### config.mk
export PLATFORM = sky130hd
export DESIGN_NAME = ps2_receive_deserializer_fifo_unit_flat
export DESIGN_NICKNAME = d
export VERILOG_FILES = /design/src/rtl/ps2rx_pkg.sv /design/src/rtl/ps2rx_if.sv /design/src/rtl/ps2rx_fifo.sv /design/src/rtl/ps2_receive_deserializer_fifo_unit.sv /design/src/flat_wrapper.sv
export SDC_FILE = /design/constraint.sdc
export NUM_CORES = 1
export LEC_CHECK = 0
export ABC_AREA = 1
export BUFFER_PORTS_ARGS = -buffer_cell sky130_fd_sc_hd__clkbuf_2
export CORE_MARGIN = 8
export CORE_UTILIZATION = 40
export CTS_BUF_LIST = sky130_fd_sc_hd__clkbuf_16
export DETAILED_ROUTE_END_ITERATION = 10
export SLEW_MARGIN = 15
export SYNTH_ARGS = -nofsm -noshare
export SYNTH_HDL_FRONTEND = slang
export SYNTH_HIERARCHICAL = 1
export SYNTH_SLANG_ARGS = --single-unit
export TNS_END_PERCENT = 20
### constraint.sdc
create_clock -name clk -period 5.1 [get_ports clk]
set_input_delay 0.765 -clock clk [delete_from_list [all_inputs] [get_ports clk]]
set_output_delay 0.765 -clock clk [all_outputs]
set_load 0.02 [all_outputs]
### src/rtl/ps2rx_pkg.sv
`timescale 1ns / 1ps
// ----------------------------------------------------------------------------
// PS/2 receiver package
// Shared constants and types for the PS/2 receive deserializer and its queue.
// ----------------------------------------------------------------------------
package ps2rx_pkg;

  localparam int unsigned QUEUE_DEPTH_DFLT = 32;

  localparam logic [15:0] GAP_TIMEOUT_RESET = 16'd2000;

  // Frame bit positions: idle waits for the start bit, then data, parity, stop.
  localparam logic [3:0] POS_IDLE       = 4'd0;
  localparam logic [3:0] POS_FIRST_DATA = 4'd1;
  localparam logic [3:0] POS_LAST_DATA  = 4'd8;
  localparam logic [3:0] POS_PARITY     = 4'd9;
  localparam logic [3:0] POS_STOP       = 4'd10;

  typedef enum logic [1:0] {
    ST_NONE     = 2'd0,
    ST_STORED   = 2'd1,
    ST_BAD_STOP = 2'd2,
    ST_FULL     = 2'd3
  } frame_status_t;

  typedef enum logic {
    REQ_EDGE = 1'b0,
    REQ_POP  = 1'b1
  } req_type_t;

  typedef struct packed {
    logic empty;
    logic full;
    logic nonempty_after;
  } fifo_stat_t;

endpackage

### src/rtl/ps2rx_if.sv
`timescale 1ns / 1ps
// ----------------------------------------------------------------------------
// PS/2 receiver channel interfaces
// Valid/ready channels for requests into the receiver and results out of it.
// ----------------------------------------------------------------------------
interface ps2rx_in_if;
  logic        valid;
  logic        ready;
  logic        req_type;
  logic        data_bit;
  logic [31:0] time_us;

  modport source (output valid, req_type, data_bit, time_us, input ready);
  modport sink   (input valid, req_type, data_bit, time_us, output ready);
endinterface

interface ps2rx_out_if;
  logic       valid;
  logic       ready;
  logic [7:0] read_byte;
  logic       read_valid;
  logic       queue_nonempty;
  logic [1:0] frame_status;

  modport source (output valid, read_byte, read_valid, queue_nonempty, frame_status,
                  input ready);
  modport sink   (input valid, read_byte, read_valid, queue_nonempty, frame_status,
                  output ready);
endinterface

### src/rtl/ps2rx_fifo.sv
`timescale 1ns / 1ps
// ----------------------------------------------------------------------------
// PS/2 receiver byte queue
// Ring queue that keeps one slot free, with a registered read port.
// ----------------------------------------------------------------------------
module ps2rx_fifo
  import ps2rx_pkg::*;
#(
  parameter int unsigned QUEUE_DEPTH = QUEUE_DEPTH_DFLT
) (
  input  logic       clk,
  input  logic       rst_n,
  input  logic       push,
  input  logic [7:0] push_data,
  input  logic       pop,
  output logic [7:0] rd_data,
  output fifo_stat_t stat
);

  localparam int unsigned IDX_W = (QUEUE_DEPTH > 1) ? $clog2(QUEUE_DEPTH) : 1;
  localparam logic [IDX_W-1:0] LAST_IDX = IDX_W'(QUEUE_DEPTH - 1);

  logic [7:0]       mem [QUEUE_DEPTH];
  logic [7:0]       rd_data_r;
  logic [IDX_W-1:0] wr_idx_r, wr_idx_nxt;
  logic [IDX_W-1:0] rd_idx_r, rd_idx_nxt;
  logic [IDX_W-1:0] wr_inc, rd_inc;

  assign wr_inc = (wr_idx_r == LAST_IDX) ? '0 : wr_idx_r + 1'b1;
  assign rd_inc = (rd_idx_r == LAST_IDX) ? '0 : rd_idx_r + 1'b1;

  always_comb begin
    wr_idx_nxt = push ? wr_inc : wr_idx_r;
    rd_idx_nxt = pop  ? rd_inc : rd_idx_r;
  end

  assign stat.empty          = (wr_idx_r == rd_idx_r);
  assign stat.full           = (wr_inc == rd_idx_r);
  assign stat.nonempty_after = (wr_idx_nxt != rd_idx_nxt);
  assign rd_data             = rd_data_r;

  always_ff @(posedge clk) begin
    if (!rst_n) begin
      wr_idx_r <= '0;
      rd_idx_r <= '0;
    end else begin
      wr_idx_r <= wr_idx_nxt;
      rd_idx_r <= rd_idx_nxt;
    end
  end

  always_ff @(posedge clk) begin
    if (push) begin
      mem[wr_idx_r] <= push_data;
    end
  end

  always_ff @(posedge clk) begin
    if (pop) begin
      rd_data_r <= mem[rd_idx_r];
    end
  end

  a_no_push_full: assert property (@(posedge clk) disable iff (!rst_n)
    push |-> !stat.full)
    else $error("push into a full queue");

  a_no_push_pop: assert property (@(posedge clk) disable iff (!rst_n)
    !(push && pop))
    else $error("push and pop in the same cycle");

  a_push_fills: assert property (@(posedge clk) disable iff (!rst_n)
    push |=> (wr_idx_r != rd_idx_r))
    else $error("queue empty right after a push");

endmodule

### src/rtl/ps2_receive_deserializer_fifo_unit.sv
`timescale 1ns / 1ps
// ----------------------------------------------------------------------------
// PS/2 receive deserializer with byte queue
// Assembles PS/2 frames from sampled falling clock edges and queues good
// bytes; pop requests read the queue.
// ----------------------------------------------------------------------------
// Timing: each result is registered and appears on out_chan in the cycle after its request transfer.
// Throughput: one request per cycle; the input stalls only while a finished
// result is still waiting on out_chan.
// Reset: synchronous and active low; the frame restarts, the queue is empty,
// the last edge time is zero and the gap timeout returns to 2000 us.
// ----------------------------------------------------------------------------
module ps2_receive_deserializer_fifo_unit
  import ps2rx_pkg::*;
#(
  parameter int unsigned QUEUE_DEPTH = QUEUE_DEPTH_DFLT
) (
  input  logic         clk,
  input  logic         rst_n,
  input  logic         cfg_we,
  input  logic [15:0]  cfg_wdata,
  ps2rx_in_if.sink     in_chan,
  ps2rx_out_if.source  out_chan
);

  logic [15:0]   gap_timeout_r;
  logic [3:0]    bit_pos_r, bit_pos_nxt;
  logic [7:0]    shift_r, shift_nxt;
  logic [31:0]   last_edge_r;

  logic          out_valid_r;
  logic          out_read_valid_r, out_read_valid_nxt;
  logic          out_nonempty_r;
  frame_status_t out_status_r, status_nxt;

  logic          in_accept, edge_acc, pop_acc;
  logic [31:0]   gap;
  logic          timed_out;
  logic [3:0]    pos_eff, pos_m1;
  logic [7:0]    shift_eff;
  logic          push;
  logic [7:0]    fifo_rd_data;
  fifo_stat_t    fifo_stat;

  // The output register parts the two sides; a new request moves in as the
  // waiting result is taken.
  assign in_chan.ready = !out_valid_r || out_chan.ready;
  assign in_accept     = in_chan.valid && in_chan.ready;
  assign edge_acc      = in_accept && (in_chan.req_type == REQ_EDGE);
  assign pop_acc       = in_accept && (in_chan.req_type == REQ_POP) && !fifo_stat.empty;

  // A long gap since the previous edge abandons any partial frame.
  assign gap       = in_chan.time_us - last_edge_r;
  assign timed_out = gap > {16'd0, gap_timeout_r};
  assign pos_eff   = timed_out ? POS_IDLE : bit_pos_r;
  assign shift_eff = timed_out ? 8'd0 : shift_r;
  assign pos_m1    = pos_eff - POS_FIRST_DATA;

  always_comb begin
    bit_pos_nxt = pos_eff;
    shift_nxt   = shift_eff;
    status_nxt  = ST_NONE;
    push        = 1'b0;
    case (pos_eff) inside
      POS_IDLE: begin
        if (!in_chan.data_bit) begin
          shift_nxt   = 8'd0;
          bit_pos_nxt = POS_FIRST_DATA;
        end
      end
      [POS_FIRST_DATA:POS_LAST_DATA]: begin
        shift_nxt[pos_m1[2:0]] = shift_eff[pos_m1[2:0]] | in_chan.data_bit;
        bit_pos_nxt            = pos_eff + 4'd1;
      end
      POS_PARITY: begin
        bit_pos_nxt = POS_STOP;
      end
      default: begin
        bit_pos_nxt = POS_IDLE;
        if (!in_chan.data_bit) begin
          status_nxt = ST_BAD_STOP;
        end else if (fifo_stat.full) begin
          status_nxt = ST_FULL;
        end else begin
          status_nxt = ST_STORED;
          push       = edge_acc;
        end
      end
    endcase
  end

  assign out_read_valid_nxt = pop_acc;

  ps2rx_fifo #(
    .QUEUE_DEPTH (QUEUE_DEPTH)
  ) u_fifo (
    .clk       (clk),
    .rst_n     (rst_n),
    .push      (push),
    .push_data (shift_eff),
    .pop       (pop_acc),
    .rd_data   (fifo_rd_data),
    .stat      (fifo_stat)
  );

  always_ff @(posedge clk) begin
    if (!rst_n) begin
      gap_timeout_r <= GAP_TIMEOUT_RESET;
    end else if (cfg_we) begin
      gap_timeout_r <= cfg_wdata;
    end
  end

  always_ff @(posedge clk) begin
    if (!rst_n) begin
      bit_pos_r   <= POS_IDLE;
      shift_r     <= 8'd0;
      last_edge_r <= 32'd0;
    end else if (edge_acc) begin
      bit_pos_r   <= bit_pos_nxt;
      shift_r     <= shift_nxt;
      last_edge_r <= in_chan.time_us;
    end
  end

  always_ff @(posedge clk) begin
    if (!rst_n) begin
      out_valid_r <= 1'b0;
    end else if (in_chan.ready) begin
      out_valid_r <= in_chan.valid;
    end
  end

  always_ff @(posedge clk) begin
    if (in_accept) begin
      out_read_valid_r <= out_read_valid_nxt;
      out_nonempty_r   <= fifo_stat.nonempty_after;
      out_status_r     <= edge_acc ? status_nxt : ST_NONE;
    end
  end

  assign out_chan.valid          = out_valid_r;
  assign out_chan.read_byte      = out_read_valid_r ? fifo_rd_data : 8'd0;
  assign out_chan.read_valid     = out_read_valid_r;
  assign out_chan.queue_nonempty = out_nonempty_r;
  assign out_chan.frame_status   = out_status_r;

  a_pop_no_status: assert property (@(posedge clk) disable iff (!rst_n)
    (out_chan.valid && out_chan.read_valid) |-> (out_chan.frame_status == ST_NONE))
    else $error("pop result carries a frame status");

  a_pos_range: assert property (@(posedge clk) disable iff (!rst_n)
    bit_pos_r <= POS_STOP)
    else $error("frame bit position out of range");

  a_pop_returns: assert property (@(posedge clk) disable iff (!rst_n)
    pop_acc |=> (out_chan.valid && out_chan.read_valid))
    else $error("pop of a nonempty queue returned no byte");

endmodule

### src/flat_wrapper.sv
// flat-port wrapper written by rule: the top's interface ports become plain ports
module ps2_receive_deserializer_fifo_unit_flat import ps2rx_pkg::*;
#(
  parameter int unsigned QUEUE_DEPTH = QUEUE_DEPTH_DFLT
)
  (clk, rst_n, cfg_we, cfg_wdata, in_chan_valid, in_chan_req_type, in_chan_data_bit, in_chan_time_us, in_chan_ready, out_chan_valid, out_chan_read_byte, out_chan_read_valid, out_chan_queue_nonempty, out_chan_frame_status, out_chan_ready);
  ps2rx_in_if in_chan_i ();
  ps2rx_out_if out_chan_i ();
  input  logic clk;
  input  logic rst_n;
  input  logic cfg_we;
  input  logic [15:0] cfg_wdata;
  input wire logic [$bits(in_chan_i.valid)-1:0] in_chan_valid;
  input wire logic [$bits(in_chan_i.req_type)-1:0] in_chan_req_type;
  input wire logic [$bits(in_chan_i.data_bit)-1:0] in_chan_data_bit;
  input wire logic [$bits(in_chan_i.time_us)-1:0] in_chan_time_us;
  output wire logic [$bits(in_chan_i.ready)-1:0] in_chan_ready;
  output wire logic [$bits(out_chan_i.valid)-1:0] out_chan_valid;
  output wire logic [$bits(out_chan_i.read_byte)-1:0] out_chan_read_byte;
  output wire logic [$bits(out_chan_i.read_valid)-1:0] out_chan_read_valid;
  output wire logic [$bits(out_chan_i.queue_nonempty)-1:0] out_chan_queue_nonempty;
  output wire logic [$bits(out_chan_i.frame_status)-1:0] out_chan_frame_status;
  input wire logic [$bits(out_chan_i.ready)-1:0] out_chan_ready;
  assign in_chan_i.valid = in_chan_valid;
  assign in_chan_i.req_type = in_chan_req_type;
  assign in_chan_i.data_bit = in_chan_data_bit;
  assign in_chan_i.time_us = in_chan_time_us;
  assign in_chan_ready = in_chan_i.ready;
  assign out_chan_valid = out_chan_i.valid;
  assign out_chan_read_byte = out_chan_i.read_byte;
  assign out_chan_read_valid = out_chan_i.read_valid;
  assign out_chan_queue_nonempty = out_chan_i.queue_nonempty;
  assign out_chan_frame_status = out_chan_i.frame_status;
  assign out_chan_i.ready = out_chan_ready;
  ps2_receive_deserializer_fifo_unit #(.QUEUE_DEPTH(QUEUE_DEPTH)) u_core (.clk(clk), .rst_n(rst_n), .cfg_we(cfg_we), .cfg_wdata(cfg_wdata), .in_chan(in_chan_i), .out_chan(out_chan_i));
endmodule
==> impl_summary.md, run 1 <==
Critical path
The largest stage delay on the critical path is around 0.4 ns. For the worst setup path, the data arrival time is about 5 ns. The cell repeated most along the worst path is sky130_fd_sc_hd__nand2_2.

The start-to-end type of the worst setup path is input pin to flop. At the worst endpoint, the required time is roughly 5.3 ns. In this run the worst path has a maximum fanout of 8. STA classifies the critical path endpoint as a flop. The slack of the worst reg-to-reg path is ~0.24 ns.

The startpoint kind of the worst setup timing path is an input pin. The slowest stage of the critical path belongs to the cell sky130_fd_sc_hd__fa_2.

CTS
The number of hold buffers added after CTS is 0. Clock tree synthesis selected as its root buffer the cell sky130_fd_sc_hd__clkbuf_16. TritonCTS built the clock tree. The buffer levels on the longest clock path is 3. The H-tree was split into 2 levels. After clock tree synthesis, the clock-pin slew on the worst setup and hold paths is 0.06 ns. The later pin in the worst-skew pair is clocked with a latency of about 0.57 ns. The tree built by TritonCTS fans out to around 340 sinks. TritonCTS created 39 clock buffers.

Placement
The minimum setup slack after placement is -0.5102 ns. Port buffering added 68 buffers. The placer's final routability congestion estimate is 0.8810.

In this run the cell area measured after placement is 19190 um^2. The post-DP HPWL is 31.35 mm.

Pwr
For this design the static power due to leakage is approximately 9.1 nW. In this run the power density over the cells is 314.0 nW/um^2. The worst IR drop on VDD is 250.5 uV.

STA
The final number of setup-violating endpoints is 0. The number of endpoints with negative hold slack in the final report is 0. The part of the cycle the worst path needs is ~95%.

The worst clock skew on the final layout is between 0.02 and 0.025 ns. Subtracting the final worst setup slack from the clock period gives just under 5 ns. The number of max-slew violations in the final report came to 0. In this run the tightest slew margin relative to its limit is 36.89%. For the pin with the worst max-slew slack, the measured transition is 0.9467 ns.

Setup repair after global routing could not meet its margin everywhere. The setup slack of the critical path after layout is 0.2371 ns. The achievable clock frequency is approximately 0.21 GHz.

Synth
The synthesized net count is ~2200. The proportion of synthesized chip area in sequential cells is roughly 54%. For this run, the number of Yosys warnings is 6.

The synthesized area per cell is 8.400 um^2. Counting flops and latches in the post-synthesis netlist gives ~340. The gate count after technology mapping is 2071. The area of the mapped netlist is around 17000 um^2. The distinct cell type count of the synthesized netlist is 39.

Run
The tool flagged a number of max-cap violations equal to 0.

Drt
After detailed routing, the total wire length is about 46 mm. The first-pass iteration count of the detailed router is 6. The number of vias in the routed layout is ~14000. The DRC violation count after routing is 0. The detailed router finished its first iteration with 910 violations.

The via count normalized by instance count is between 4 and 5. The number of nets with antenna violations after detailed routing is 0. The detailed-route wire length per cell is 16.28 um.

Global route
The residual overflow from global routing is 0. The via count of the first global-routing pass is around 14000. Global routing consumed, over all layers together, between 10% and 20% of the routing resources.

Entering global routing, the biggest net connects 91 pins. The first-pass GRT wire length is 72.16 mm. The initial antenna violation count came to 0.

Die
For this configuration, the core starts out at a cell density of roughly two fifths. The I/O pin count is just under 70. After floorplanning, the core was divided into 76 placement rows. The full die area is slightly above 50000 um^2. The area inside the core boundary is between 40000 and 50000 um^2. From left edge to right edge, the die measures between 200 and 250 um.

In this run the vertical extent of the chip is 224.5 um.

Worst hold path
The worst min-delay path class is input pin to flop.

Layout
The net total in the final layout is 2329. Cells with a size suffix above 1 make up about 16% of the layout. 0 antenna diodes ended up in the layout. Fill cells in the final layout number slightly above 4000. The post-synthesis to final-layout area growth is 20.08%. The cell area after layout is 20890 um^2.

Status
The flow ran to the end, and the final reports show no timing, DRC or antenna violations.
Yosys cell counts, drive strengths merged:
master	instances	area share, %
nand2	746	16
edfxtp	268	46
inv	221	4.8
nand3	211	6.1
nor2	147	3.3
a21oi	123	3.5
dfxtp	71	8.2
o21ai	63	1.8
ha	58	4.2
buf	54	1.7
clkbuf	24	0.52
nand4	21	0.76
xor2	17	0.86
a31oi	8	0.29
nor3	8	0.32
nand3b	5	0.22
and2	4	0.14
clkinv	3	0.065
nor4	3	0.11
o22ai	3	0.11
xnor2	3	0.15
and3	2	0.072
o21bai	2	0.086
fa	1	0.12
o2111ai	1	0.050
o211ai	1	0.043
o21a	1	0.043
o31ai	1	0.043
or2	1	0.036
state kept, by name, summed over array words and instances, names as in the netlist:
signal / flops
u_core/u_fifo/rd_data: 8
u_core/gap_timeout_r: 16
u_core/out_chan.read_valid: 1
u_core/u_fifo/mem: 256
u_core/u_fifo/rd_idx_r: 5
u_core/u_fifo/wr_idx_r: 5
u_core/last_edge_r: 32
u_core/out_chan.queue_nonempty: 1
u_core/out_chan.frame_status: 2
u_core/bit_pos_r: 4
u_core/out_chan.valid: 1
u_core/shift_r: 8
metal layers:
metal / global-route usage, % / wire [um] / up-vias
met4: 7.301 / 1508 / 0
met2: 32.26 / 22910 / 303
li1: - / - / 7093
met3: 3.152 / 2172 / 74
met5: 0 / 0 / -
met1: 21.46 / 19500 / 6563
cells by family (layout without fill, tap and decap cells):
group / after synthesis / after routing / synth area share [%]
flip-flops: 339 / 339 / 54.43
adder cells (fa/ha/maj): 59 / 59 / 4.287
AO/OA/AOI/OAI: 203 / 203 / 6.013
XOR/XNOR: 20 / 20 / 1.007
AND/OR/NAND/NOR: 1148 / 1148 / 27.17
buffers and inverters: 302 / 477 / 7.091
power breakdown:
part	switching [mW]	internal, mW
Clock	1.18	1.68
Combinational	0.424	0.292
Sequential	0.0124	2.97
timing repair:
action | CTS | global route
endpoints found under the setup margin | 0 | 262
buffers inserted | 0 | 9
resized for setup | 0 | 59
area by class of cell:
cell class                 instances  area (um^2)  area share [%]
sequential                       339         9474           45.35
multi-input combinational       1430         7261           34.76
timing repair buffer             181         1250           5.983
clock buffer                      39        975.9           4.672
inverter                         224        844.6           4.043
tap                              585        732.0           3.504
clock inverter                    33        352.8           1.689
worst max-delay path, delay by kind of cell:
kind | cells | cell delay (ns)
AND/OR/NAND/NOR | 23 | 2.75
adder cells (fa/ha/maj) | 4 | 1.02
buffers and inverters | 5 | 0.48
XOR/XNOR | 1 | 0.07
placed cells by master, fill, tap and decap left out, types with 3 or more instances in the layout:
master,Yosys,layout
sky130_fd_sc_hd__nand2_8,0,4
sky130_fd_sc_hd__a31oi_1,8,8
sky130_fd_sc_hd__and2_1,4,4
sky130_fd_sc_hd__clkinv_2,0,8
sky130_fd_sc_hd__nor3_1,5,4
sky130_fd_sc_hd__clkbuf_2,1,68
sky130_fd_sc_hd__dfxtp_1,71,69
sky130_fd_sc_hd__clkinv_1,3,6
sky130_fd_sc_hd__buf_4,5,107
sky130_fd_sc_hd__inv_1,207,207
sky130_fd_sc_hd__o22ai_1,3,3
sky130_fd_sc_hd__nand4_1,21,21
sky130_fd_sc_hd__clkinvlp_4,0,4
sky130_fd_sc_hd__xnor2_1,3,3
sky130_fd_sc_hd__clkbuf_16,0,39
sky130_fd_sc_hd__ha_4,0,12
sky130_fd_sc_hd__inv_2,14,18
sky130_fd_sc_hd__nor2_4,2,34
sky130_fd_sc_hd__o21ai_0,61,61
sky130_fd_sc_hd__nor2_1,143,105
sky130_fd_sc_hd__edfxtp_1,268,268
sky130_fd_sc_hd__xor2_1,17,17
sky130_fd_sc_hd__nand3_1,211,210
sky130_fd_sc_hd__a21oi_1,123,123
sky130_fd_sc_hd__nand3b_1,5,5
sky130_fd_sc_hd__nor2_2,2,8
sky130_fd_sc_hd__nand2_1,741,714
sky130_fd_sc_hd__ha_1,58,44
sky130_fd_sc_hd__nand2_2,5,28
sky130_fd_sc_hd__nor3_2,3,3
sky130_fd_sc_hd__bufinv_16,0,5
sky130_fd_sc_hd__buf_12,0,4
worst paths after layout:
check	endpoint	from	cells past startpoint
setup / recovery	u_core/u_fifo/mem[19][2]	in_chan_time_us[0]	33
hold / removal	u_core/gap_timeout_r[4]	cfg_wdata[4]	3
setup reg to reg	u_core/u_fifo/mem[19][2]	u_core/last_edge_r[0]	31
hold reg to reg	u_core/last_edge_r[8]	u_core/last_edge_r[8]	2
metrics by stage:
stage	utilization, %	total power, mW	hold slack (ns)	instances	setup TNS, ns
floorplan	-	3.477	0.4331	2071	0
global placement	44.66	3.710	0.4400	2750	-90.71
detailed placement	44.66	3.719	0.4507	2750	-120.22
CTS	47.75	6.591	0.4031	2822	0
global route	48.60	6.830	0.4287	2831	-26.19
finish	48.60	6.559	0.4393	2831	0
Note: power is estimated with default switching activity, not from simulation.
==> inputs of run 2 (changes only) <==
==> constraint.sdc (replaced) <==
create_clock -name clk -period 3.9 [get_ports clk]
set_input_delay 0.585 -clock clk [delete_from_list [all_inputs] [get_ports clk]]
set_output_delay 0.585 -clock clk [all_outputs]
set_load 0.005 [all_outputs]
==> run 2 against run 1 <==
Net effect:
- the run now ends with negative setup slack left
- clock skew is 0.0024 ns higher
- worst setup slack worse by 1.1 ns
- sequential share of layout area is 1.2 points lower
- first-iteration DRC count is 11% higher
- hold slack worse by 0.18 ns
- flip-flop and latch count stayed put
- via count is 1.9% higher
- sequential power is 30% higher
- critical endpoint is now u_core/u_fifo/mem[1][5]
- largest cell class unchanged
==> impl_summary.md, run 2 (synthesis results as in run 1) <==
Status
The run finished, with violations left. The checks that failed: negative setup slack.

Placement
The post-DP HPWL is approximately 33 mm. The post-placement cell count is approximately 2800. The number of I/O port buffers is 68.

The total placed instance area is approximately 20000 um^2. The placer's final routability congestion estimate is between 0.9 and 1. At the placement stage, the worst setup path has a slack of -1.384 ns.

CTS
The clock transition at the registers of the reported paths is ~0.060 ns. The H-tree generated during clock tree synthesis spans 2 levels. The buffer levels on the longest clock path is 3. The cell sitting at the root of the clock tree is a sky130_fd_sc_hd__clkbuf_16. The number of buffers created by CTS is 39.

The TritonCTS clock tree is yes. Clock latency on the worst-skew pair, taken at its later pin, is between 0.5 and 0.6 ns. Counting every sink on the clock net gives roughly 340.

Global route
Entering global routing, the biggest net connects 130 pins. The via count of the first global-routing pass is 13860. The first global-routing pass estimated ~74 mm of wire. The residual overflow from global routing is 0.

The overall fraction of global-route tracks in use is about 19%. The initial antenna violation count came to 1.

Die
The placement row count is 76. The height of the chip is ~220 um. The area inside the core boundary is 42980 um^2.

The full die area is around 50000 um^2. The initial standard-cell utilization of the core is between 40% and 50%. The horizontal die dimension is between 200 and 250 um. The I/O pin count is just under 70.

Layout
Leaving out fill and tap cells, the most frequent cells in the layout are 711 x sky130_fd_sc_hd__nand2_1, 268 x sky130_fd_sc_hd__edfxtp_1, 209 x sky130_fd_sc_hd__inv_1. The most common cell after layout, fill and taps aside is sky130_fd_sc_hd__nand2_1. Ranked by flip-flop count, first place goes to u_core/u_fifo/mem.

The repair_antennas step left the layout with diodes totalling 0. Registers take 9475 um^2. The register with the most flip-flops in the layout has between 200 and 300 of them. The final core area utilization is between 40 and 50%.

The post-synthesis to final-layout area growth is 23.37%. The net total in the final layout is around 2400. In the final layout, the registers with the most flip-flops are u_core/u_fifo/mem: 256 flops, u_core/last_edge_r: 32 flops, u_core/gap_timeout_r: 16 flops. The layout filler cell count is between 4000 and 5000.

The non-filler instance count after layout is 2900. The combined area of the multi-input logic cells is 7348 um^2. The fraction of layout cells with a size suffix above 1 is 19.27%.

The cell area after layout is 21460 um^2.

Critical path
The startpoint kind of the worst setup timing path is a flop. The slowest stage of the critical path is the sky130_fd_sc_hd__fa_2 cell. Among the stages of the critical path, the cell type that occurs most often is sky130_fd_sc_hd__nand2_2. The setup path with the least slack is of type flop to flop.

The highest net fanout along the worst path is 8. The slack of the worst reg-to-reg path is -0.86 ns. At the worst endpoint, the arrival time is ~5 ns. The nature of the critical path endpoint is a flop. At the worst endpoint, the required time is approximately 4.1 ns. The largest stage delay on the critical path is approximately 0.36 ns.

STA
The remaining max-slew budget at the tightest pin is 29.85%. The part of the cycle the worst path needs is 122.1%. The worst clock skew on the final layout is approximately 0.023 ns. Based on the critical path, the design can be clocked at up to 0.2100 GHz. Setup slack on the critical path of the routed design comes to -0.8616 ns. The final number of setup-violating endpoints is between 200 and 300. The number of endpoints with negative hold slack in the final report is 0. Setup repair after global routing could not meet its margin everywhere.

For the pin with the worst max-slew slack, the measured transition is approximately 1.1 ns. The number of max-slew violations in the final report is 0. The smallest clock period supported by the final layout is computed as ~4.8 ns.

Drt
The number of vias in the routed layout is ~14000. The DRC violation count after routing is 0. The first TritonRoute pass finished after 5 iterations. The detailed-route wire length per cell is roughly 16 um. After detailed routing, the number of vias per cell comes to 4.932. The number of nets with antenna violations after detailed routing is 0.

The first routing iteration left between 1000 and 1500 violations. The routed design has roughly 47 mm of wire.

Pwr
The worst IR drop on VDD is between 300 and 400 uV. After layout, the design draws a total of a little over 8 mW. Power spread over the standard cell area amounts to between 300 and 400 nW/um^2. The leakage power of the design is between 9 and 10 nW.

Run
Max-cap violations in this run came to 0.

Worst hold path
The worst min-delay path class is input pin to flop.
-- run 2: changes by cell type in the layout (fill, tap and decap cells not counted), moves of 5 or more --
cell / delta
sky130_fd_sc_hd__buf_4: +65
sky130_fd_sc_hd__nor2_1: -5
sky130_fd_sc_hd__a21oi_2: +5
sky130_fd_sc_hd__bufinv_16: -5
sky130_fd_sc_hd__buf_12: +7
sky130_fd_sc_hd__a21oi_1: -5
sky130_fd_sc_hd__nor2_2: +5
-- run 2: layout make-up --
cell class | count | share of cell area [%]
tap | 585 | 3.410
clock buffer | 39 | 4.547
multi-input combinational | 1430 | 34.24
sequential | 339 | 44.15
clock inverter | 30 | 0.8686
inverter | 224 | 3.993
timing repair buffer | 253 | 8.797
-- run 2: final timing paths --
check	start	to	depth (start not counted)
max	u_core/last_edge_r[0]	u_core/u_fifo/mem[1][5]	32
min	cfg_wdata[6]	u_core/gap_timeout_r[6]	3
max reg2reg	u_core/last_edge_r[0]	u_core/u_fifo/mem[1][5]	32
min reg2reg	u_core/last_edge_r[27]	u_core/last_edge_r[27]	2
-- run 2: power breakdown --
group          switching [mW]  internal, mW  leakage (nW)  total [mW]
registers              0.0152          3.89          3.30        3.90
logic                   0.584         0.485          5.55        1.07
clock network            1.46          1.84         0.605        3.30
total                    2.06          6.21          9.45        8.27
-- run 2: per-stage QoR --
step           TNS, ns  hold WS [ns]
6_report       -210.00        0.2562
3_5_place_dp   -384.12        0.4521
3_3_place_gp   -373.26        0.4490
5_1_grt        -308.09        0.2438
2_1_floorplan  -207.86        0.4331
4_1_cts        -190.73        0.2111
-- run 2: metal layers --
metal | part of all wire (%) | GRT usage, % | wire length (um)
met1 | 44 | 23.32 | 20500
met5 | 0.023 | 0 | 11
met2 | 49 | 32.18 | 22980
met3 | 4.8 | 2.748 | 2278
met4 | 2.6 | 6.879 | 1246
-- run 2: critical path, delay by kind of cell (launching register included) --
family,cells,cell delay (ns)
fa+ha+maj,4,1.00
xor+xnor,1,0.06
buf+inv,4,0.49
simple gates,23,2.51
flops,1,0.33
-- run 2: timing repair --
item	in CTS	in global routing
hold buffers	0	0
pin swaps	16	17
setup buffers	6	1
hold endpoints to repair	0	0
cloned	0	1
resized for setup	24	27
endpoints found under the setup margin	275	283
==> inputs of run 3 (changes only) <==
--- a/config.mk
+++ b/config.mk
@@ -11,6 +11,7 @@
 export CORE_UTILIZATION = 40
 export CTS_BUF_LIST = sky130_fd_sc_hd__clkbuf_16
 export DETAILED_ROUTE_END_ITERATION = 10
+export SETUP_SLACK_MARGIN = 0.2
 export SLEW_MARGIN = 15
 export SYNTH_ARGS = -nofsm -noshare
 export SYNTH_HDL_FRONTEND = slang
==> constraint.sdc (replaced) <==
create_clock -name clk -period 3.9 [get_ports clk]
set_input_delay 0.195 -clock clk [delete_from_list [all_inputs] [get_ports clk]]
set_output_delay 0.195 -clock clk [all_outputs]
set_load 0.005 [all_outputs]
==> run 3 against run 2 <==
Net effect:
- the run still ends with negative setup slack left
- total power rose by 3.9%
- critical path type unchanged
- cell count grew 2.4%
- worst setup slack lost 0.070 ns
- register-to-register slack worse by 0.07 ns
- sequential share of layout area decreased by 1.9 points
- core utilization grew 2.2 points
- hold slack worse by 0.23 ns
- clock-buffer cell count stayed put
==> impl_summary.md, run 3 (synthesis results as in run 1) <==
Die
The initial utilization of the core area, before any placement, comes to just over 40%. The I/O pin count is 69. The core region is between 40000 and 50000 um^2. The placement row count is between 70 and 80. The die is 224.5 um wide. The die covers around 50000 um^2.

The height of the chip is roughly 220 um.

Worst hold path
The worst min-delay path class is input pin to flop. The number of cells traversed by the worst hold path is 2.

CTS
The clock transition at the registers of the reported paths is roughly 0.060 ns. Counting every sink on the clock net gives approximately 340. The tree is rooted in a sky130_fd_sc_hd__clkbuf_16. TritonCTS built the clock tree. The H-tree was split into 2 levels. The worst-skew pair later-pin latency is about 0.57 ns. In this run, CTS created clock tree buffers numbering 39.

No sink is reached through more buffers than the 3 on the longest clock path.

Global route
The initial antenna violation count is 1. The first-pass GRT wire length is between 70 and 80 mm. The via count of the first global-routing pass is around 15000. Entering global routing, the biggest net connects 130 pins. The overall fraction of global-route tracks in use is 19.36%. The residual overflow from global routing is 0.

STA
The number of max-slew violations in the final report was 0. The final number of setup-violating endpoints is ~280. Setup repair after global routing could not meet its margin everywhere. The number of endpoints with negative hold slack in the final report came to 0. At the pin with the least slew margin, the transition time is a little under 1 ns. The setup slack of the critical path after layout is -0.9321 ns. The shortest clock period the worst path allows after layout is approximately 4.8 ns.

Headroom to the max-slew limit came out at roughly a third. On the final layout, the worst clock skew is 0.02758 ns. The part of the cycle the worst path needs is 123.9%. The achievable clock frequency is 0.2069 GHz.

Placement
The post-DP HPWL is roughly 32 mm. During placement, the flow inserted port buffers numbering just under 70. The minimum setup slack after placement is -1.094 ns.

The placer's final routability congestion estimate is slightly below 0.9.

Drt
The wire length reported by the detailed router is about 49 mm. The detail route stage leaves a number of antenna-violating nets equal to 0. The detailed-route wire length per cell is about 17 um. The via count normalized by instance count is ~5. The number of vias in the routed layout is 14760.

The first-pass iteration count of the detailed router is 5. The DRC violation count after routing is 0. The first routing iteration left 1165 violations.

Critical path
The required time reported for the critical path endpoint is between 4 and 5 ns. The nature of the critical path endpoint is a flop. The arrival time of the worst setup path is about 5.1 ns. The startpoint kind of the worst setup timing path is a flop. The critical path in this run is classified as flop to flop. The number of cells traversed by the worst register-to-register path is 30.

The slowest cell on the critical path is sky130_fd_sc_hd__dfxtp_2. The cell repeated most along the worst path is sky130_fd_sc_hd__nand2_2. Of all nets on the critical path, the largest fanout is 8. The largest stage delay on the critical path is between 0.3 and 0.4 ns.

Run
Across the run, the number of max-cap violations was 0.

Layout
The top cell types in the final layout, fill and taps aside, are 687 x sky130_fd_sc_hd__nand2_1, 268 x sky130_fd_sc_hd__edfxtp_1, 205 x sky130_fd_sc_hd__nand3_1. The library cell used most frequently in the layout, excluding fill and tap cells, is sky130_fd_sc_hd__nand2_1. The layout filler cell count is 4013. The fraction of layout cells with a size suffix above 1 is approximately 22%. The repair_antennas step left the layout with diodes totalling 0. The largest register by flop count is u_core/u_fifo/mem.

The register with the most flip-flops in the layout has 256 of them. The largest registers in the layout are u_core/u_fifo/mem: 256 flops, u_core/last_edge_r: 32 flops, u_core/gap_timeout_r: 16 flops. Compared with the post-synthesis result, the final layout area differs by 28.90%. For this run, the post-layout net count is roughly 2500.

Pwr
The leakage power of the design is 9.829 nW. Summing internal, switching and leakage power gives ~8.6 mW. The worst IR drop on VDD is 306.5 uV. For this design the ratio of total power to cell area is about 380 nW/um^2.

Status
The flow ran to the end, but the final reports show violations. The checks that failed: negative setup slack.
run 3: cell types whose count changed in the layout (fill, tap and decap cells not counted), sizes merged:
cell,delta
clkinvlp,-1
clkinv,+1
inv,-4
bufinv,+3
clkbuf,-1
buf,+22
dlygate4sd3,+50
run 3: per-layer routing:
| metal | GRT usage, % | wire (um) |
|---|---|---|
| met5 | 0 | 0 |
| met4 | 6.816 | 1549 |
| met3 | 3.335 | 2708 |
| met2 | 34.40 | 24380 |
| met1 | 23.41 | 20400 |
run 3: path summary, 6_finish.rpt:
kind,from,slack [ns],endpoint
worst max-delay path,u_core/last_edge_r[11],-0.93,u_core/u_fifo/mem[21][2]
worst min-delay path,cfg_we,0.03,u_core/gap_timeout_r[4]
worst max register to register,u_core/last_edge_r[11],-0.93,u_core/u_fifo/mem[21][2]
worst min register to register,u_core/last_edge_r[28],0.46,u_core/last_edge_r[28]
run 3: through the flow:
step	setup TNS (ns)	hold slack [ns]	utilization, %	instances	cell area (um^2)
after floorplan	-135.11	0.3135	-	2071	17910
after global placement	-226.39	0.4116	46.80	2830	20120
after detailed placement	-280.73	0.4228	46.80	2830	20120
after CTS	-210.35	0.01012	51.44	2963	22110
after global routing	-325.82	0.04735	52.17	2970	22420
final	-239.03	0.02768	52.17	2970	22420
run 3: critical path: cells and delay by family (launching register included):
kind	cells	cell delay (ns)
buffers and inverters	5	0.49
xor gates and xnor gates	1	0.17
DFF	1	0.32
adders and majority gates	3	0.73
and+or+nand+nor	21	2.80
run 3: timing repair:
| action | 4_1_cts | 5_1_grt |
|---|---|---|
| setup endpoints to repair | 304 | 532 |
| hold endpoints to repair | 49 | 0 |
| setup buffers | 14 | 7 |
| resized for setup | 35 | 86 |
| pin swaps | 22 | 51 |
| gates cloned | 1 | 0 |
| hold buffers | 50 | 0 |
run 3: power by group:
part | leakage, nW | internal (mW) | switching, mW
sequential | 3.30 | 3.89 | 0.0163
clock | 0.623 | 2.03 | 1.47
combinational | 5.91 | 0.559 | 0.629
total | 9.83 | 6.47 | 2.12
run 3: layout make-up:
type | count | area (um^2) | share of cell area (%)
Multi-Input combinational cell | 1430 | 7553 | 33.68
Clock inverter | 29 | 246.5 | 1.099
Timing Repair Buffer | 324 | 2592 | 11.56
Inverter | 224 | 844.6 | 3.766
Sequential cell | 339 | 9479 | 42.27
Tap cell | 585 | 732.0 | 3.264
Clock buffer | 39 | 975.9 | 4.352
